[src/rtl/mme_pkg.sv]
`timescale 1ns / 1ps
// ----------------------------------------------------------------------------
// mme_pkg: shared types and constants of the matrix multiply engine
// fixed point widths, op codes, register indexes, sequencer states
// ----------------------------------------------------------------------------
package mme_pkg;

  localparam int MAX_DIM    = 8;
  localparam int FRAC_BITS  = 16;
  localparam int DATA_W     = 32;
  localparam int DIM_W      = 4;
  localparam int IDX_W      = 6;
  localparam int POS_W      = 3;
  localparam int STORE_DEPTH = MAX_DIM * MAX_DIM;
  localparam int PROD_W     = 2 * DATA_W;
  localparam int ACC_W      = PROD_W + $clog2(MAX_DIM);
  localparam int SH_W       = ACC_W - FRAC_BITS;
  localparam int AREA_W     = 2 * DIM_W;
  localparam int IN_DATA_W  = 40;
  localparam int OUT_DATA_W = 40;
  localparam int OP_W       = 2;
  localparam int CFG_ADDR_W = 2;

  localparam logic [OP_W-1:0] OP_WRITE_A = 2'd0;
  localparam logic [OP_W-1:0] OP_WRITE_B = 2'd1;
  localparam logic [OP_W-1:0] OP_COMPUTE = 2'd2;

  localparam logic [CFG_ADDR_W-1:0] REG_ROWS_A    = 2'd0;
  localparam logic [CFG_ADDR_W-1:0] REG_INNER_DIM = 2'd1;
  localparam logic [CFG_ADDR_W-1:0] REG_COLS_B    = 2'd2;

  localparam logic [DATA_W-1:0] SAT_POS = {1'b0, {(DATA_W-1){1'b1}}};
  localparam logic [DATA_W-1:0] SAT_NEG = {1'b1, {(DATA_W-1){1'b0}}};

  typedef enum logic [1:0] {
    ST_IDLE,
    ST_MAC,
    ST_DRAIN,
    ST_EMIT
  } seq_state_t;

  // control from sequencer to the mac unit
  typedef struct packed {
    logic issue;  // operand addresses presented to the stores this cycle
    logic clear;  // zero the accumulator
  } mac_ctl_t;

  // status from the mac unit
  typedef struct packed {
    logic rd_pend;  // operand read still on its way into the multiplier
    logic sat;      // finished sum was clipped
  } mac_sts_t;

  // register value used as a dimension: 0 acts as 1, above MAX_DIM as MAX_DIM
  function automatic logic [DIM_W-1:0] eff_dim(input logic [DIM_W-1:0] r);
    logic [DIM_W-1:0] d;
    if (r == '0) begin
      d = DIM_W'(1);
    end else if (r > DIM_W'(MAX_DIM)) begin
      d = DIM_W'(MAX_DIM);
    end else begin
      d = r;
    end
    return d;
  endfunction

endpackage

[src/rtl/mme_mac.sv]
`timescale 1ns / 1ps
// ----------------------------------------------------------------------------
// mme_mac: shared multiply-accumulate unit
// registered 32x32 product, exact wide accumulator, floor shift and saturate
// ----------------------------------------------------------------------------
module mme_mac
  import mme_pkg::*;
(
  input  logic              clk,
  input  logic              rst_n,
  input  mac_ctl_t          ctl,
  input  logic [DATA_W-1:0] a_data,
  input  logic [DATA_W-1:0] b_data,
  output mac_sts_t          sts,
  output logic [DATA_W-1:0] result
);

  logic              rd_vld_r, rd_vld_nxt;
  logic              mul_vld_r, mul_vld_nxt;
  logic [PROD_W-1:0] prod_r, prod_nxt;
  logic [ACC_W-1:0]  acc_r, acc_nxt;
  logic [SH_W-1:0]   shifted;
  logic              in_range;

  always_comb begin
    rd_vld_nxt  = ctl.issue;
    mul_vld_nxt = rd_vld_r;
    prod_nxt    = PROD_W'($signed(a_data) * $signed(b_data));
    acc_nxt     = acc_r;
    if (mul_vld_r) begin
      acc_nxt = acc_r + {{(ACC_W-PROD_W){prod_r[PROD_W-1]}}, prod_r};
    end
    if (ctl.clear) begin
      acc_nxt = '0;
    end
  end

  always_ff @(posedge clk) begin
    if (!rst_n) begin
      rd_vld_r  <= 1'b0;
      mul_vld_r <= 1'b0;
    end else begin
      rd_vld_r  <= rd_vld_nxt;
      mul_vld_r <= mul_vld_nxt;
    end
  end

  always_ff @(posedge clk) begin
    prod_r <= prod_nxt;
    acc_r  <= acc_nxt;
  end

  // floor shift is a plain select of the upper bits
  assign shifted  = acc_r[ACC_W-1:FRAC_BITS];
  assign in_range = (&shifted[SH_W-1:DATA_W-1]) | ~(|shifted[SH_W-1:DATA_W-1]);

  always_comb begin
    if (in_range) begin
      result = shifted[DATA_W-1:0];
    end else if (shifted[SH_W-1]) begin
      result = SAT_NEG;
    end else begin
      result = SAT_POS;
    end
  end

  assign sts.rd_pend = rd_vld_r;
  assign sts.sat     = ~in_range;

endmodule

[config.mk]
export PLATFORM = sky130hd
export DESIGN_NAME = mme_mac
export DESIGN_NICKNAME = d
export VERILOG_FILES = /design/src/rtl/mme_pkg.sv /design/src/rtl/mme_mac.sv
export SDC_FILE = /design/constraint.sdc
export NUM_CORES = 2
export LEC_CHECK = 0
export BUFFER_PORTS_ARGS = -buffer_cell sky130_fd_sc_hd__clkbuf_2
export CAP_MARGIN = 5
export CORE_ASPECT_RATIO = 0.8
export CORE_MARGIN = 2
export CORE_UTILIZATION = 32
export CTS_CLUSTER_DIAMETER = 100
export DETAILED_ROUTE_END_ITERATION = 8
export GPL_ROUTABILITY_DRIVEN = 0
export PLACE_DENSITY_LB_ADDON = 0.3
export SYNTH_ARGS = -nofsm -noshare
export SYNTH_HDL_FRONTEND = slang
export SYNTH_SLANG_ARGS = --single-unit
[constraint.sdc]
create_clock -name clk -period 12.06 [get_ports clk]
set_input_delay 1.206 -clock clk [delete_from_list [all_inputs] [get_ports clk]]
set_output_delay 1.206 -clock clk [all_outputs]
set_load 0.005 [all_outputs]
; ---- After elaboration in Yosys (flattened, before gate mapping)
; Index checks and enable logic that the tools add are counted.
; W data, S select, Z words.
[classes]
reduce_logical = 2
add_sub_neg = 1
muxes = 2
bitwise = 3
multipliers = 1
[op_table]
columns = operator, count
row1 = $add A67 B67 Y67, 1
row2 = $mul A32 B32 Y64, 1
row3 = $mux W32, 2
row4 = $reduce_and A20 Y1, 1
row5 = $reduce_or A20 Y1, 1
row6 = $not A1 Y1, 2
row7 = $or A1 B1 Y1, 1
[totals]
output_inout_bits = 34
wordCells = 13
register_bits = 133
in_bits = 68

; ---- Longest topological paths before layout
[depth]
depth_word = 4
ltp_mapped = 29

; ---- Least setup slack after synthesis
; Ideal clock, no wire load.
[synth_timing]
path_kind = input port to flip-flop
start = input a_data[31]
end = register prod_r[63]
setup_slack_ns = 3.605
path_stages = 24
required_time_ns = 11.938
t_arrival_ns = 8.333
n_path_buf = 2
cell_sequence = clkbuf_1 nand2_1 inv_1 fa_1 inv_1 fa_1 fa_1 inv_1 fa_1 inv_1 fa_1 inv_1 fa_1 fa_1 fa_1 ha_1 clkbuf_1 nand3_1 or2_2 o211ai_1 o2111ai_1 a21oi_1 nor4_1 a311o_1
[synth_via]
elab_chain_len = 1
[synth_lines]
columns = element, line_no
row1 = from (decl), mme_mac.sv:12  ; input logic [DATA_W-1:0] a_data,
row2 = $mul A32 B32 Y64, mme_mac.sv:28  ; prod_nxt = PROD_W'($signed(a_data) * $signed(b_data));
row3 = via prod_nxt[63], mme_mac.sv:20  ; logic [PROD_W-1:0] prod_r, prod_nxt;
row4 = to (signal assigned), mme_mac.sv:49  ; prod_r <= prod_nxt;
row5 = to (decl), mme_mac.sv:20
; The timed path passes the listed nets, and every way through them passes these cells.
; A chain may end at the register's enable or synchronous reset.

; ---- Final worst setup path
[layout_timing]
start = input b_data[8]
end = register prod_r[63]
[layout_via]
elab_chain_len = 1
[layout_lines]
columns = element, line_no
row1 = from (decl), mme_mac.sv:13  ; input logic [DATA_W-1:0] b_data,
row2 = $mul A32 B32 Y64, mme_mac.sv:28
row3 = via prod_nxt[63], mme_mac.sv:20
; The timed path passes the listed nets, and every way through them passes these cells.

==> results.tsv <==
metric	value	unit
status	complete, no violations	
Area Growth Syn to Fin	6.19	%
grt total ovfl	0	
drt via density	4.81	
clock tree sinks	133	
crit path cell chain	clkbuf_2, nand2_1, fa_1, fa_1, fa_1, inv_1, fa_1, inv_1, fa_1, inv_1, fa_1, fa_1, fa_1, ha_1, nand3_1, or2_2, o211ai_1, o2111ai_1, a21oi_1, nor4_1, a311o_1	
top-count cell post-synth	fa_1	
YS warnings	0	
CTS Hold Bufs	0	
CTS root buffer	clkbuf_16	
Setup crit end kind	flop	
CP max FO	32	
DRT iter0 DRCs	1660	
Worst Max-Slew Pin Slew	1.09	ns
wire length per cell	18.4	um
fin nets	6144	
Worst path max stage delay	0.93	ns
min Tclk post-route	9.27	ns
Syn Nets	6238	
Die Y	336	um
clock transition at the registers of the reported paths	0.06	ns
Slew headroom	27.1	%
Main synth FF type	dfxtp_1	
Commonest cells post-synth	fa_1 (1,083), inv_1 (1,040), nand2_1 (560)	
final number of setup-violating endpoints	0	
initial antenna violation count	8	
worst min-delay path class	flop to flop	
Critical Path AT	9.64	ns
Synth Instances	4837	
Post-Route WL	121	mm
Final Skew	0.0119	ns
CTS tree	yes	
Initial Util	32.4	%
final period utilization	76.9	%
most frequent CP cell	fa_1	
fmax	108	MHz
clk buf depth	3	
Post-DRT Antenna Nets	0	
largest cells by area after synthesis	fa_1 (49%), inv_1 (8.8%), and2_1 (7.5%)	
Post-synth EDFFs	0	
asr flop ratio synth	0	%
Post-CTS Setup Inserts	0	
core area	137000	um^2
r2r setup slk	7.99	ns
htree depth	4	
post-synth top area cell	fa_1	
Remaining DRCs	0	
clk_lat worst skew	0.48	ns
die area	141000	um^2
first-pass GRT wire length	199	mm
largest net degree at the start of global routing	62	
Synth Register Bits	133	
top cell type's share of synthesized area	49.0	%
max_cap viols	0	
Tot GR Track Use	18.0	%
CP max-delay cell	fa_1	
cts bufs inserted	25	
fin. max-slew vios	0	
Initial DRT Pass Iterations	5	
Cell Area, Synth	44200	um^2
register area share after synthesis	6.02	%
RSZ-0062 raised after global routing	no	
Worst EP required	12.43	ns
IO Pins	102	
layout cells sized above 1	3.92	%
I/O Buffers	101	
post-cts resize count	0	
detailed placer's ending HPWL	100	mm
die width	420	um
Total Neg Setup Slack	0	ns
synthesized area per cell	9.14	um^2
number of global-route vias before repair	35500	
total number of vias	31700	
startpoint class of the critical path	input port	
Netlist cell types	85	
crit path kind	input port to flop	
Std-Cell Rows	121	
Fin. Hold Viols	0	
layout by cell type, fill, tap and decap left out, types with 20 or more instances in the layout:
cell type / instances
nor2b_1: 20
nand2b_1: 36
nand2_1: 560
and2_1: 529
nor2_1: 133
ha_1: 250
buf_4: 28
o21ai_0: 109
nand3_1: 24
nor3_1: 30
inv_1: 1040
clkbuf_2: 101
clkbuf_16: 25
nand4_1: 34
mux2i_1: 37
a21o_1: 62
xor2_1: 34
a21oi_1: 140
o21a_1: 24
dfxtp_1: 132
xnor2_1: 77
fa_1: 1083
cells by family after synthesis:
| group | after synthesis | synth area share, % |
|---|---|---|
| XOR/XNOR | 111 | 2.20 |
| buffers and inverters | 1291 | 11.0 |
| flip-flops | 133 | 6.02 |
| AO/OA/AOI/OAI | 497 | 7.44 |
| multiplexers | 38 | 0.863 |
| adder cells (fa/ha/maj) | 1333 | 56.1 |
| AND/OR/NAND/NOR | 1434 | 16.4 |
flip-flops by register name, indices dropped and copies added (netlist names):
register	count
acc_r	67
mul_vld_r	1
prod_r	64
mul_vld_nxt	1
layer usage:
metal / vias up / part of all wire, % / GRT usage, % / wire (um)
met3: 149 / 4.0 / 1.64 / 4840
met4: 4 / 2.8 / 4.64 / 3420
met1: 16600 / 44 / 23.7 / 52800
li1: 14300 / - / - / -
met2: 688 / 50 / 31.7 / 60000
met5: - / 0.024 / 0 / 29
metrics by stage:
stage	util, %	cells	instance area, um^2	hold slack (ns)	setup WS (ns)
after floorplan	-	4837	44200	0.436	3.61
after global placement	33.9	6561	46300	0.477	2.49
after detailed placement	33.9	6561	46300	0.487	2.38
after CTS	34.4	6592	47000	0.494	2.83
after global routing	34.4	6593	47000	0.511	2.29
final	34.4	6594	47000	0.494	2.79
worst max-delay path, delay by kind of cell:
family | cells | cell delay (ns)
buffers and inverters | 4 | 1.26
AOI/OAI and AO/OA | 4 | 1.01
adders and majority gates | 9 | 5.24
and+or+nand+nor | 4 | 0.88
worst paths after layout:
path                                 from         end  depth (start not counted)
worst min-delay path            acc_r[13]   acc_r[13]                          2
worst max register to register  acc_r[40]   acc_r[66]                         11
worst max-delay path            b_data[8]  prod_r[63]                         21
worst min register to register  acc_r[13]   acc_r[13]                          2
final cells by class:
class | count | area [um^2]
antenna | 2 | 5.00
multi-input combinational | 3413 | 36700
inverter | 1041 | 3910
timing repair buffer | 129 | 716
clock buffer | 30 | 654
fill | 14200 | 89600
tap | 1845 | 2310
clock inverter | 1 | 5.00
sequential | 133 | 2670
Power is not shown: default switching activity piles up to over one toggle a cycle in this logic, so the estimate is an artifact.
